### config.mk
export PLATFORM = sky130hd
export DESIGN_NAME = controller_packet_drive_mixer_unit
export DESIGN_NICKNAME = d
export VERILOG_FILES = /design/src/hdl/cpdm_pkg.sv /design/src/hdl/cpdm_parser.sv /design/src/hdl/cpdm_float_to_fixed.sv /design/src/hdl/cpdm_mixer.sv /design/src/hdl/controller_packet_drive_mixer_unit.sv
export SDC_FILE = /design/constraint.sdc
export NUM_CORES = 1
export LEC_CHECK = 0
export BUFFER_PORTS_ARGS = -buffer_cell sky130_fd_sc_hd__clkbuf_2
export CELL_PAD_IN_SITES_DETAIL_PLACEMENT = 1
export CELL_PAD_IN_SITES_GLOBAL_PLACEMENT = 2
export CORE_ASPECT_RATIO = 0.9
export CORE_MARGIN = 2
export CORE_UTILIZATION = 40
export CTS_CLUSTER_SIZE = 24
export DETAILED_ROUTE_END_ITERATION = 16
export PLACE_DENSITY = 0.79
export SLEW_MARGIN = 20
export SYNTH_ARGS = -nofsm -noshare
export SYNTH_HDL_FRONTEND = slang
export SYNTH_HIERARCHICAL = 1
export SYNTH_SLANG_ARGS = --single-unit
### constraint.sdc
create_clock -name clock -period 21.4 [get_ports clock]
set_clock_uncertainty 0.1 [all_clocks]
set_input_delay 4.28 -clock clock [delete_from_list [all_inputs] [get_ports clock]]
set_output_delay 4.28 -clock clock [all_outputs]
set_load 0.02 [all_outputs]
### src/hdl/cpdm_pkg.sv
// shared constants, codes and the packet record for the packet drive mixer
`timescale 1ns / 1ps

package cpdm_pkg;

   // fixed point format of the wheel speeds
   localparam int FRAC_BITS = 12;
   localparam int FIX_W     = FRAC_BITS + 4;   // converted float, [-8.0, 8.0)
   localparam int MIX_W     = FRAC_BITS + 6;   // headroom for the mixing sums
   localparam int SPD_W     = 14;              // wheel speed port width
   localparam int THR_W     = 13;
   localparam int RANGE_W   = 16;

   // float exponent bounds: at or above SAT_EXP the value saturates,
   // at or below ZERO_EXP it truncates to zero
   localparam int SAT_EXP  = 127 + 23 - FRAC_BITS;
   localparam int ZERO_EXP = SAT_EXP - 24;

   // framing bytes
   localparam logic [7:0] START_BYTE  = 8'h21;   // '!'
   localparam logic [7:0] MODE_TILT   = 8'h41;   // 'A'
   localparam logic [7:0] MODE_BUTTON = 8'h42;   // 'B'
   localparam logic [7:0] PRESS_BYTE  = 8'h31;   // '1'

   // button numbers
   localparam logic [7:0] BTN_FORWARD = 8'h35;   // '5'
   localparam logic [7:0] BTN_REVERSE = 8'h36;   // '6'
   localparam logic [7:0] BTN_LEFT    = 8'h37;   // '7'
   localparam logic [7:0] BTN_RIGHT   = 8'h38;   // '8'

   // register indexes
   localparam logic CSR_TILT_THRESHOLD = 1'b0;
   localparam logic CSR_OBSTACLE_LIMIT = 1'b1;

   // request kinds
   localparam logic REQ_SERIAL_BYTE = 1'b0;
   localparam logic REQ_RANGE       = 1'b1;

   // a checked packet handed from the parser to the mixer
   typedef struct packed {
      logic                is_tilt;
      logic [31:0]         tilt_x;
      logic [31:0]         tilt_y;
      logic [7:0]          button_number;
      logic [7:0]          button_state;
      logic [RANGE_W-1:0]  latched_range;
   } packet_type;

endpackage

### src/hdl/cpdm_parser.sv
// serial packet framing, checksum and packet register
`timescale 1ns / 1ps

module cpdm_parser (
   input  logic                 clock,
   input  logic                 reset,
   input  logic                 item_accept,
   input  logic                 item_type,
   input  logic [7:0]           item_byte,
   input  logic [15:0]          item_range,
   input  logic                 pkt_take,
   output logic                 pkt_valid,
   output cpdm_pkg::packet_type pkt
);

   localparam logic [2:0] PH_IDLE   = 3'd0;
   localparam logic [2:0] PH_MODE   = 3'd1;
   localparam logic [2:0] PH_TILT   = 3'd2;
   localparam logic [2:0] PH_BUTTON = 3'd3;
   localparam logic [2:0] PH_CHECK  = 3'd4;

   logic [2:0]  phase_ff, phase_in;
   logic [3:0]  count_ff, count_in;
   logic [7:0]  sum_ff, sum_in;
   logic [7:0]  mode_ff, mode_in;
   logic [31:0] tilt_x_ff, tilt_x_in;
   logic [31:0] tilt_y_ff, tilt_y_in;
   logic [7:0]  btn_num_ff, btn_num_in;
   logic [7:0]  btn_state_ff, btn_state_in;
   logic [15:0] cur_range_ff, cur_range_in;
   logic [15:0] lat_range_ff, lat_range_in;
   logic        pkt_valid_ff, pkt_valid_in;
   cpdm_pkg::packet_type pkt_ff, pkt_in;
   logic        emit;
   logic [3:0]  count_inc;
   logic [4:0]  lane_shift;
   logic [31:0] lane_mask;
   logic [31:0] lane_data;

   assign count_inc  = count_ff + 4'd1;
   assign lane_shift = {count_ff[1:0], 3'b000};
   assign lane_mask  = ~(32'h0000_00FF << lane_shift);
   assign lane_data  = {24'd0, item_byte} << lane_shift;

   always_comb begin
      phase_in     = phase_ff;
      count_in     = count_ff;
      sum_in       = sum_ff;
      mode_in      = mode_ff;
      tilt_x_in    = tilt_x_ff;
      tilt_y_in    = tilt_y_ff;
      btn_num_in   = btn_num_ff;
      btn_state_in = btn_state_ff;
      cur_range_in = cur_range_ff;
      lat_range_in = lat_range_ff;
      emit         = 1'b0;
      if (item_accept) begin
         if (item_type == cpdm_pkg::REQ_RANGE) begin
            cur_range_in = item_range;
         end else begin
            case (phase_ff)
               PH_MODE: begin
                  mode_in  = item_byte;
                  sum_in   = sum_ff + item_byte;
                  count_in = 4'd0;
                  if (item_byte == cpdm_pkg::MODE_TILT) begin
                     phase_in = PH_TILT;
                  end else if (item_byte == cpdm_pkg::MODE_BUTTON) begin
                     phase_in = PH_BUTTON;
                  end else begin
                     phase_in = PH_IDLE;
                  end
               end
               PH_TILT: begin
                  sum_in = sum_ff + item_byte;
                  if (count_ff < 4'd4) begin
                     tilt_x_in = (tilt_x_ff & lane_mask) | lane_data;
                  end else if (count_ff < 4'd8) begin
                     tilt_y_in = (tilt_y_ff & lane_mask) | lane_data;
                  end
                  count_in = count_inc;
                  if (count_inc >= 4'd12) begin
                     phase_in = PH_CHECK;
                  end
               end
               PH_BUTTON: begin
                  sum_in = sum_ff + item_byte;
                  if (count_ff == 4'd0) begin
                     btn_num_in = item_byte;
                     count_in   = 4'd1;
                  end else begin
                     btn_state_in = item_byte;
                     count_in     = 4'd2;
                     phase_in     = PH_CHECK;
                  end
               end
               PH_CHECK: begin
                  phase_in = PH_IDLE;
                  emit     = (item_byte == ~sum_ff);
               end
               default: begin
                  phase_in = PH_IDLE;
                  if (item_byte == cpdm_pkg::START_BYTE) begin
                     lat_range_in = cur_range_ff;
                     sum_in       = item_byte;
                     count_in     = 4'd0;
                     phase_in     = PH_MODE;
                  end
               end
            endcase
         end
      end
   end

   // packet register: loads on a good check byte, empties when the mixer takes it
   always_comb begin
      pkt_valid_in = pkt_valid_ff;
      pkt_in       = pkt_ff;
      if (emit) begin
         pkt_valid_in         = 1'b1;
         pkt_in.is_tilt       = (mode_ff == cpdm_pkg::MODE_TILT);
         pkt_in.tilt_x        = tilt_x_ff;
         pkt_in.tilt_y        = tilt_y_ff;
         pkt_in.button_number = btn_num_ff;
         pkt_in.button_state  = btn_state_ff;
         pkt_in.latched_range = lat_range_ff;
      end else if (pkt_take) begin
         pkt_valid_in = 1'b0;
      end
   end

   always_ff @(posedge clock) begin
      if (reset) begin
         phase_ff     <= PH_IDLE;
         count_ff     <= 4'd0;
         sum_ff       <= 8'd0;
         mode_ff      <= 8'd0;
         tilt_x_ff    <= 32'd0;
         tilt_y_ff    <= 32'd0;
         btn_num_ff   <= 8'd0;
         btn_state_ff <= 8'd0;
         cur_range_ff <= 16'd0;
         lat_range_ff <= 16'd0;
         pkt_valid_ff <= 1'b0;
      end else begin
         phase_ff     <= phase_in;
         count_ff     <= count_in;
         sum_ff       <= sum_in;
         mode_ff      <= mode_in;
         tilt_x_ff    <= tilt_x_in;
         tilt_y_ff    <= tilt_y_in;
         btn_num_ff   <= btn_num_in;
         btn_state_ff <= btn_state_in;
         cur_range_ff <= cur_range_in;
         lat_range_ff <= lat_range_in;
         pkt_valid_ff <= pkt_valid_in;
      end
   end

   always_ff @(posedge clock) begin
      pkt_ff <= pkt_in;
   end

   assign pkt_valid = pkt_valid_ff;
   assign pkt       = pkt_ff;

endmodule

### src/hdl/cpdm_float_to_fixed.sv
// single precision float to saturating fixed point, truncating toward zero
`timescale 1ns / 1ps

module cpdm_float_to_fixed (
   input  logic [31:0]                        float_bits,
   output logic signed [cpdm_pkg::FIX_W-1:0]  fixed
);

   localparam logic [23:0] LIMIT = 24'(1 << (cpdm_pkg::FRAC_BITS + 3));

   logic        sign;
   logic [7:0]  expo;
   logic [23:0] mant;
   logic [7:0]  exp_diff;
   logic [23:0] mag;
   logic signed [cpdm_pkg::FIX_W-1:0] mag_fix;
   logic signed [cpdm_pkg::FIX_W-1:0] sat_val;

   assign sign     = float_bits[31];
   assign expo     = float_bits[30:23];
   assign mant     = {1'b1, float_bits[22:0]};
   assign exp_diff = 8'(cpdm_pkg::SAT_EXP) - expo;
   assign mag      = mant >> exp_diff[4:0];
   assign mag_fix  = cpdm_pkg::FIX_W'(mag);
   // most negative code for sign set, most positive otherwise
   assign sat_val  = sign ? {1'b1, {(cpdm_pkg::FIX_W-1){1'b0}}}
                          : {1'b0, {(cpdm_pkg::FIX_W-1){1'b1}}};

   always_comb begin
      if (expo >= 8'(cpdm_pkg::SAT_EXP)) begin
         fixed = sat_val;
      end else if (expo <= 8'(cpdm_pkg::ZERO_EXP)) begin
         fixed = '0;
      end else if (mag >= LIMIT) begin
         fixed = sat_val;
      end else begin
         fixed = sign ? -mag_fix : mag_fix;
      end
   end

endmodule

### src/hdl/cpdm_mixer.sv
// tilt and button mixing into wheel speeds, with the result register
`timescale 1ns / 1ps

module cpdm_mixer (
   input  logic                               clock,
   input  logic                               reset,
   input  logic                               pkt_valid,
   input  cpdm_pkg::packet_type               pkt,
   input  logic [cpdm_pkg::THR_W-1:0]         tilt_threshold,
   input  logic [cpdm_pkg::RANGE_W-1:0]       obstacle_limit,
   output logic                               pkt_take,
   output logic                               rsp_valid,
   input  logic                               rsp_ready,
   output logic signed [cpdm_pkg::SPD_W-1:0]  left_speed,
   output logic signed [cpdm_pkg::SPD_W-1:0]  right_speed,
   output logic                               source,
   output logic                               obstacle_stop
);

   localparam int MW = cpdm_pkg::MIX_W;
   localparam int FW = cpdm_pkg::FIX_W;
   localparam logic signed [MW-1:0] ONE = MW'(1 << cpdm_pkg::FRAC_BITS);

   logic signed [FW-1:0] x_fix, y_fix;
   logic signed [MW-1:0] xs, ys, th, h;
   logic signed [MW-1:0] tl, tr, bl, br, ml, mr, cl, cr;
   logic                 blocked, pressed, x_fwd, x_back, y_on;
   logic                 t_stop, b_stop, b_known, mix_ok;
   logic                 out_free;
   logic                 rsp_valid_ff, rsp_valid_in;
   logic signed [cpdm_pkg::SPD_W-1:0] left_ff, left_in, right_ff, right_in;
   logic                 source_ff, source_in, stop_ff, stop_in;

   cpdm_float_to_fixed u_conv_x (.float_bits(pkt.tilt_x), .fixed(x_fix));
   cpdm_float_to_fixed u_conv_y (.float_bits(pkt.tilt_y), .fixed(y_fix));

   assign xs = {{(MW-FW){x_fix[FW-1]}}, x_fix};
   assign ys = {{(MW-FW){y_fix[FW-1]}}, y_fix};
   assign th = {{(MW-cpdm_pkg::THR_W){1'b0}}, tilt_threshold};
   // halve toward zero
   assign h  = $signed(ys + MW'(ys[MW-1])) >>> 1;

   assign blocked = (pkt.latched_range != '0) && (pkt.latched_range < obstacle_limit);
   assign x_back  = xs < -th;
   assign x_fwd   = xs > th;
   assign y_on    = (ys > th) || (ys < -th);

   // tilt path
   always_comb begin
      tl     = '0;
      tr     = '0;
      t_stop = 1'b0;
      if (x_back) begin
         if (blocked) begin
            t_stop = 1'b1;
         end else begin
            tl = xs;
            tr = -xs;
         end
      end else if (x_fwd) begin
         tl = xs;
         tr = -xs;
      end
      ml = tl;
      mr = tr;
      if (y_on) begin
         if (x_fwd) begin
            ml = tl + h;
            mr = tr + h;
         end else begin
            ml = tl - h;
            mr = tr - h;
         end
      end
      cl = (ml > ONE) ? ONE : ((ml < -ONE) ? -ONE : ml);
      cr = (mr > ONE) ? ONE : ((mr < -ONE) ? -ONE : mr);
   end

   // button path
   assign pressed = (pkt.button_state == cpdm_pkg::PRESS_BYTE);

   always_comb begin
      bl      = '0;
      br      = '0;
      b_stop  = 1'b0;
      b_known = 1'b1;
      case (pkt.button_number)
         cpdm_pkg::BTN_FORWARD: begin
            if (pressed) begin
               if (blocked) begin
                  b_stop = 1'b1;
               end else begin
                  bl = -ONE;
                  br = ONE;
               end
            end
         end
         cpdm_pkg::BTN_REVERSE: begin
            if (pressed) begin
               bl = ONE;
               br = -ONE;
            end
         end
         cpdm_pkg::BTN_LEFT: begin
            if (pressed) begin
               bl = -ONE;
            end
         end
         cpdm_pkg::BTN_RIGHT: begin
            if (pressed) begin
               br = ONE;
            end
         end
         default: begin
            b_known = 1'b0;
         end
      endcase
   end

   assign mix_ok   = pkt.is_tilt || b_known;
   assign out_free = !rsp_valid_ff || rsp_ready;
   assign pkt_take = out_free;

   always_comb begin
      rsp_valid_in = rsp_valid_ff;
      left_in      = left_ff;
      right_in     = right_ff;
      source_in    = source_ff;
      stop_in      = stop_ff;
      if (out_free) begin
         rsp_valid_in = pkt_valid && mix_ok;
         if (pkt.is_tilt) begin
            left_in   = cl[cpdm_pkg::SPD_W-1:0];
            right_in  = cr[cpdm_pkg::SPD_W-1:0];
            source_in = 1'b0;
            stop_in   = t_stop;
         end else begin
            left_in   = bl[cpdm_pkg::SPD_W-1:0];
            right_in  = br[cpdm_pkg::SPD_W-1:0];
            source_in = 1'b1;
            stop_in   = b_stop;
         end
      end
   end

   always_ff @(posedge clock) begin
      if (reset) begin
         rsp_valid_ff <= 1'b0;
      end else begin
         rsp_valid_ff <= rsp_valid_in;
      end
   end

   always_ff @(posedge clock) begin
      left_ff   <= left_in;
      right_ff  <= right_in;
      source_ff <= source_in;
      stop_ff   <= stop_in;
   end

   assign rsp_valid     = rsp_valid_ff;
   assign left_speed    = left_ff;
   assign right_speed   = right_ff;
   assign source        = source_ff;
   assign obstacle_stop = stop_ff;

endmodule

### src/hdl/controller_packet_drive_mixer_unit.sv
// top level of the packet drive mixer: csr registers, parser and mixer
// the packet register loads at the edge that takes the check byte, and the result register
// loads from it through the mixer once the result output is free
// throughput: one item per cycle while the packet register is free or moves on, set by the packet and result registers
// an item is taken while a result waits, as long as the packet register is free
// reset: synchronous, clears the parser, both valids and restores the csr defaults
`timescale 1ns / 1ps

module controller_packet_drive_mixer_unit (
   input  logic                              clock,
   input  logic                              reset,
   // item input
   input  logic                              req_valid,
   output logic                              req_ready,
   input  logic                              req_type,
   input  logic [7:0]                        req_data_byte,
   input  logic [15:0]                       req_range_mm,
   // result output
   output logic                              rsp_valid,
   input  logic                              rsp_ready,
   output logic signed [13:0]                rsp_left_speed,
   output logic signed [13:0]                rsp_right_speed,
   output logic                              rsp_source,
   output logic                              rsp_obstacle_stop,
   // csr writes
   input  logic                              csr_valid,
   output logic                              csr_ready,
   input  logic                              csr_index,
   input  logic [15:0]                       csr_wdata
);

   logic [cpdm_pkg::THR_W-1:0]   thr_ff, thr_in;
   logic [cpdm_pkg::RANGE_W-1:0] limit_ff, limit_in;
   logic                         req_accept;
   logic                         pkt_valid;
   logic                         pkt_take;
   cpdm_pkg::packet_type         pkt;

   // csr writes are always taken
   assign csr_ready = 1'b1;

   always_comb begin
      thr_in   = thr_ff;
      limit_in = limit_ff;
      if (csr_valid && csr_ready) begin
         case (csr_index)
            cpdm_pkg::CSR_TILT_THRESHOLD: thr_in   = csr_wdata[cpdm_pkg::THR_W-1:0];
            cpdm_pkg::CSR_OBSTACLE_LIMIT: limit_in = csr_wdata;
            default: begin
               thr_in   = thr_ff;
               limit_in = limit_ff;
            end
         endcase
      end
   end

   always_ff @(posedge clock) begin
      if (reset) begin
         thr_ff   <= cpdm_pkg::THR_W'(819);
         limit_ff <= cpdm_pkg::RANGE_W'(150);
      end else begin
         thr_ff   <= thr_in;
         limit_ff <= limit_in;
      end
   end

   // the packet register can take a new packet when empty or when it moves on
   assign req_ready  = !pkt_valid || pkt_take;
   assign req_accept = req_valid && req_ready;

   cpdm_parser u_parser (
      .clock      (clock),
      .reset      (reset),
      .item_accept(req_accept),
      .item_type  (req_type),
      .item_byte  (req_data_byte),
      .item_range (req_range_mm),
      .pkt_take   (pkt_take),
      .pkt_valid  (pkt_valid),
      .pkt        (pkt)
   );

   // mixing sits between the packet register and the result register
   cpdm_mixer u_mixer (
      .clock         (clock),
      .reset         (reset),
      .pkt_valid     (pkt_valid),
      .pkt           (pkt),
      .tilt_threshold(thr_ff),
      .obstacle_limit(limit_ff),
      .pkt_take      (pkt_take),
      .rsp_valid     (rsp_valid),
      .rsp_ready     (rsp_ready),
      .left_speed    (rsp_left_speed),
      .right_speed   (rsp_right_speed),
      .source        (rsp_source),
      .obstacle_stop (rsp_obstacle_stop)
   );

endmodule
==> results of run 1 <==
where the power goes:
part	total, W	switching, W	internal, W
clock network	0.000548	0.000232	0.000317
registers	0.000588	0.00000505	0.000583
logic	0.0000628	0.0000422	0.0000206
total	0.00120	0.000279	0.000920
kinds of logic after synthesis:
| group | synth area share |
|---|---|
| AO/OA/AOI/OAI | 0.200 |
| XOR/XNOR | 0.0422 |
| adder cells (fa/ha/maj) | 0.0762 |
| buffers and inverters | 0.0429 |
| flip-flops | 0.335 |
| multiplexers | 0.0895 |
| other | 0.000176 |
| AND/OR/NAND/NOR | 0.213 |
per-stage QoR:
step | util | area (um^2) | std cells | hold WS, ns | power, W
detailed placement | 0.420 | 22200 | 3047 | 0.316 | 0.000662
finish | 0.440 | 23200 | 3105 | 0.312 | 0.00120
global route | 0.440 | 23200 | 3105 | 0.320 | 0.00124
CTS | 0.440 | 23200 | 3105 | 0.320 | 0.00121
global placement | 0.420 | 22200 | 3047 | 0.312 | 0.000660
floorplan | - | 21300 | 2372 | 0.308 | 0.000639
flip-flops by register name, indices dropped and copies added, names as in the netlist, 13 cells and up:
| name | count |
|---|---|
| u_parser/tilt_y_ff | 32 |
| u_parser/cur_range_ff | 16 |
| u_parser/tilt_x_ff | 32 |
| limit_ff | 16 |
| u_mixer/right_speed | 14 |
| u_mixer/left_speed | 14 |
| thr_ff | 13 |
| u_parser/lat_range_ff | 16 |
| u_parser/pkt | 97 |
synth_stat cells (all sizes together) (20+ instances only):
cell and n:
nor2 241, nand2 227, a21oi 167, dfxtp 166
edfxtp 127, ha 124, mux2i 103, nand3 93
inv 84, o21ai 84, nor3 81, clkbuf 72
a22oi 68, xnor2 61, buf 51, and2 38
nand2b 38, a211oi 33, nand4 33, xor2 33
o211ai 31, mux4 28, nor4 27, and3 24
a31oi 23, nor2b 23, a21o 20
worst max path at each step:
stage	cells past startpoint	end	slack, ns	startpoint
6_report	38	u_mixer/right_speed[1]	8.46	u_parser/pkt[87]
4_1_cts	38	u_mixer/right_speed[1]	8.71	u_parser/pkt[87]
3_5_place_dp	38	u_mixer/right_speed[1]	8.80	u_parser/pkt[87]
2_1_floorplan	8	u_parser/pkt_valid	3.77	rsp_ready
5_1_grt	37	u_mixer/right_speed[1]	7.54	u_parser/pkt[87]
3_3_place_gp	38	u_mixer/right_speed[1]	9.32	u_parser/pkt[87]
critical path: cells and delay by family (launching register included):
kind	cells	cell delay (ns)
xor gates and xnor gates	1	0.15
AOI/OAI and AO/OA	18	5.71
adders and majority gates	5	1.97
DFF	1	0.78
and+or+nand+nor	6	1.27
muxes	4	1.13
buffers and inverters	4	1.56
per-layer routing:
layer | part of all wire | wire, um | global-route usage
met4 | 0.015 | 1030 | 0.0453
met3 | 0.049 | 3370 | 0.0303
met5 | 0.00017 | 12 | 0
met2 | 0.45 | 31100 | 0.390
met1 | 0.48 | 33300 | 0.362
cell usage in the layout (no fill, tap or decap), types with 38 or more instances in the layout:
cell type / Yosys / layout
nor2_1: 234 / 234
nand2_1: 222 / 222
dfxtp_1: 166 / 166
a21oi_1: 165 / 165
edfxtp_1: 127 / 127
ha_1: 124 / 124
mux2i_1: 103 / 102
nand3_1: 91 / 91
inv_1: 84 / 84
clkbuf_2: 1 / 77
o21ai_0: 72 / 72
nor3_1: 71 / 71
a22oi_1: 66 / 66
xnor2_1: 56 / 56
nand2b_1: 38 / 38
and2_1: 38 / 38
cell type report:
cell class              count  area share
clock buffers              43      0.0397
inverters                  87      0.0141
clock inverters            15     0.00592
well taps                 697      0.0375
multi-input cells        1869       0.571
flip-flops and latches    293       0.307
repair buffers            101      0.0243
==> metrics, run 1 <==
overflow left after global routing=0; power per standard cell area=51.6 nW/um^2; Post-DRT Antenna Nets=0; port bufs=78; Post-CTS Setup Inserts=0; Placer Congestion=0.922; worst min path class=reg -> reg; Synth-to-Final Area Change=9.15%; Slowest cell on crit path=a21oi_1; Clk pin slew, worst setup/hold paths=0.06 ns; fin. max-slew vios=0; R2R depth=38; Vias/cell=6.03; HPWL Detailed=52000 um; Startpoint Class=flop; clock latency at the later pin of the worst-skew pair=0.60 ns; Yosys top cell area share=0.179; Arrival @ worst endpoint=13.20 ns; CP Max Fanout=36; antenna violations before repair=1; Starting Density=0.404; worst-case clock buffer depth=3; largest net degree at the start of global routing=97; period utilization=0.604; Die Y=223 um; status=finished clean; final hold violation count=0; detailed-route via count=18734; Post-synth EDFFs=127; routed len/inst=22.2 um; TritonRoute pass-1 iters=5; RSZ-0062 raised after global routing=no; post-synth net total=2546; first-pass GRT wire length=108000 um; Mapped Cells=2372; Slew HR=0.248; core area=52800 um^2; Final Setup Violations=0; total track usage=0.247; H-tree levels=1; Setup TNS Final=0 ns; post-synthesis sequential area ratio=0.335; Peak VDD IR=0.0000632 V; Site Rows=80; TritonCTS sink count=293; Pleak=8.90 nW; CP endpoint kind=flop; Cell Area, Synth=21300 um^2; share of cells above drive strength 1=0.118; hold-fix buffers at CTS=0; critical path class=reg -> reg; Die Footprint=55100 um^2; Synth area leader=edfxtp_1; Final nets=2557; fin worst setup slack=8.46 ns; hold endpoint=u_parser/pkt[92]; mean post-synth cell area=8.97 um^2; r2r startpoint=u_parser/pkt[87]; maximum clock frequency=0.0773 GHz; Yosys cell types=112; Num CTS Buffers=31; Die X-Extent=247 um; Slew @ Worst Pin=1.13 ns; residual DRC count=0; Worst path max stage delay=0.90 ns; Synth async-reset ratio=0; RR Endpoint=u_mixer/right_speed[1]; DRT iter0 DRCs=1243; CTS tree=built; clock root cell=clkbuf_16; largest cells by area after synthesis=edfxtp_1 (18%), dfxtp_1 (16%), ha_1 (7.3%); Multi-input gate area=13300 um^2; min cycle time layout=12.94 ns; YS warnings=6; Ports=80; hold path cells=0; worst hold start=u_parser/tilt_x_ff[28]; worst slack, placed=8.80 ns; drt total wl=68800 um; max_cap viols=0; Post-CTS Resized=0; reg-to-reg slack, setup=8.46 ns; Antenna Cells=0; #FFs+latches synth=293; Main synth FF type=dfxtp_1; sequential cell area=7140 um^2; number of global-route vias before repair=18636; Filler cells=6092; most used cell, CP=ha_1; Worst EP required=21.66 ns
Power figures use the tool's default switching activity.
==> run 2: changes to the inputs <==
--- a/config.mk
+++ b/config.mk
@@ -10,10 +10,10 @@
 export CELL_PAD_IN_SITES_GLOBAL_PLACEMENT = 2
 export CORE_ASPECT_RATIO = 0.9
 export CORE_MARGIN = 2
-export CORE_UTILIZATION = 40
+export CORE_UTILIZATION = 36
 export CTS_CLUSTER_SIZE = 24
 export DETAILED_ROUTE_END_ITERATION = 16
-export PLACE_DENSITY = 0.79
+export PLACE_DENSITY = 0.75
 export SLEW_MARGIN = 20
 export SYNTH_ARGS = -nofsm -noshare
 export SYNTH_HDL_FRONTEND = slang
==> constraint.sdc (replaced) <==
create_clock -name clock -period 10.39 [get_ports clock]
set_clock_uncertainty 0.1 [all_clocks]
set_input_delay 2.078 -clock clock [delete_from_list [all_inputs] [get_ports clock]]
set_output_delay 2.078 -clock clock [all_outputs]
set_load 0.02 [all_outputs]
==> metrics, run 2 (synthesized netlist as in run 1, its figures left out) <==
status=finished clean; critical path class=reg -> reg; Clk pin slew, worst setup/hold paths=0.06 ns (about the same); most frequent cells in the layout=nor2_1 (233), nand2_1 (222), dfxtp_1 (166), a21oi_1 (164), edfxtp_1 (127); R2R depth=37 (-2.6%); Final Setup Violations=0 (unchanged); first-pass GRT wire length=112000 um (+3.7%); clock latency at the later pin of the worst-skew pair=0.58 ns (-0.02 ns); Post-DP Area=22600 um^2 (+1.8%); most common cell after layout, fill and taps aside=nor2_1; drt total wl=71200 um (+3.5%); Antenna Cells=0 (unchanged); share of cells above drive strength 1=0.141 (+0.0228); period utilization=0.947 (+0.343); maximum clock frequency=0.102 GHz (+31%); CP endpoint kind=flop; final hold violation count=0 (unchanged); Arrival @ worst endpoint=10.11 ns (-3.09 ns); CP Max Fanout=28 (-22%); detailed-route via count=18928 (+1.0%); Die Y=235 um (+5.3%); residual DRC count=0 (unchanged); Filler cells=6859 (+13%); number of global-route vias before repair=19183 (+2.9%); Startpoint Class=flop; Synth-to-Final Area Change=12.0%; TritonRoute pass-1 iters=6 (+1); CTS tree=built; fin. max-slew vios=0 (unchanged); combinational share of power=0.055 (+0.003); Ports=80 (unchanged); max_cap viols=0 (unchanged); H-tree levels=1 (unchanged); Worst EP required=10.65 ns (-11.01 ns); Num CTS Buffers=31 (unchanged); port bufs=78 (unchanged); Placer Congestion=0.953 (+3.3%); Post-DRT Antenna Nets=0 (unchanged); hold path cells=0 (unchanged); HPWL Detailed=54300 um (+4.4%); power per standard cell area=103 nW/um^2 (+99%); Starting Density=0.364 (-0.0393); Peak VDD IR=0.000122 V (+92%); Pleak=9.21 nW (+3.5%); largest net degree at the start of global routing=94 (-3.1%); Die X-Extent=260 um (+5.3%); share of power burned in registers=0.494 (+0.004); overflow left after global routing=0 (unchanged); worst min path class=reg -> reg; most used cell, CP=ha_1; reg-to-reg slack, setup=0.55 ns (-7.92 ns); Worst path max stage delay=0.51 ns (-0.39 ns); Final nets=2609 (+2.0%); Slew @ Worst Pin=0.968 ns (-0.159 ns); Fin Hold WS=0.330 ns (+0.0176 ns); min cycle time layout=9.84 ns (-3.09 ns); internal power=0.00188 W (+100%); Final Cell Area=23800 um^2 (+2.6%); DRT iter0 DRCs=1143 (-8.0%); Largest register FFs=97 (unchanged); routed len/inst=22.0 um (-0.58%); final core occ=0.408 (-0.0326); Vias/cell=5.85 (-3.0%); Die Footprint=61100 um^2 (+11%); clock root cell=clkbuf_16; total track usage=0.228 (-0.0186); net switching power=0.000570 W (+100%); Site Rows=84 (+5.0%); worst-case clock buffer depth=3 (unchanged); TritonCTS sink count=293 (unchanged); Slowest cell on crit path=mux4_2; antenna violations before repair=0 (-1); core area=58400 um^2 (+11%); Clock power frac=0.451 (-0.006); switch share=0.233 (-0.000297); Slew HR=0.338 (+0.0896)
==> run 2: cell types whose count changed in the layout (fill, tap and decap cells not counted), sizes merged <==
cell | previous run | this run
clkinv | 12 | 10
inv | 88 | 89
buf | 24 | 76
bufinv | 1 | 2
clkinvlp | 1 | 0
==> run 2: routing by layer <==
metal  wire, um  global-route usage
met2      32100               0.364
met5          0                   0
met1      34400               0.325
met3       3540              0.0352
met4       1240              0.0454
==> run 2: worst paths after layout <==
check	to	start
worst max-delay path	u_mixer/right_speed[1]	u_parser/pkt[87]
worst min-delay path	u_parser/pkt[6]	u_parser/lat_range_ff[6]
worst max register to register	u_mixer/right_speed[1]	u_parser/pkt[87]
worst min register to register	u_parser/pkt[6]	u_parser/lat_range_ff[6]
==> run 2: area by class of cell <==
cell class,count,area [um^2],share of cell area
Inverter,87,327,0.0137
Multi-Input combinational cell,1869,13400,0.561
Timing Repair Buffer,153,1020,0.0427
Clock buffer,43,871,0.0365
Clock inverter,14,136,0.00572
Sequential cell,293,7140,0.299
Tap cell,774,968,0.0406
==> run 2: through the flow <==
stage	total power [W]	setup slack [ns]	std cells	setup TNS, ns
final	0.00245	0.546	3233	0
after global routing	0.00254	-0.0177	3233	-0.0177
after CTS	0.00248	0.0386	3214	0
after detailed placement	0.00137	0.137	3157	0
after global placement	0.00136	0.574	3157	0
after floorplan	0.00132	0.0193	2372	0
==> run 2: power groups by stage <==
| stage | clock [W] | sequential (W) | combinational (W) |
|---|---|---|---|
| after floorplan | 0 | 0.00123 | 0.0000863 |
| after global placement | 0 | 0.00123 | 0.000128 |
| after detailed placement | 0 | 0.00123 | 0.000132 |
| after CTS | 0.00114 | 0.00121 | 0.000132 |
| after global routing | 0.00118 | 0.00121 | 0.000147 |
| final | 0.00111 | 0.00121 | 0.000134 |
==> run 2: critical path: cells and delay by family, from the launching register on <==
family,cells,cell delay [ns]
AOI/OAI and AO/OA,16,3.86
adders and majority gates,5,1.67
muxes,4,1.52
and+or+nand+nor,8,1.51
DFF,1,0.39
buffers and inverters,3,0.39
xor gates and xnor gates,1,0.17
==> run 2: timing repair <==
| item | CTS | global route |
|---|---|---|
| gates resized for setup | 0 | 26 |
| buffers inserted | 0 | 19 |
| endpoints found under the setup margin | 0 | 25 |
| endpoints found under the hold margin | 0 | 0 |
| hold buffers | 0 | 0 |
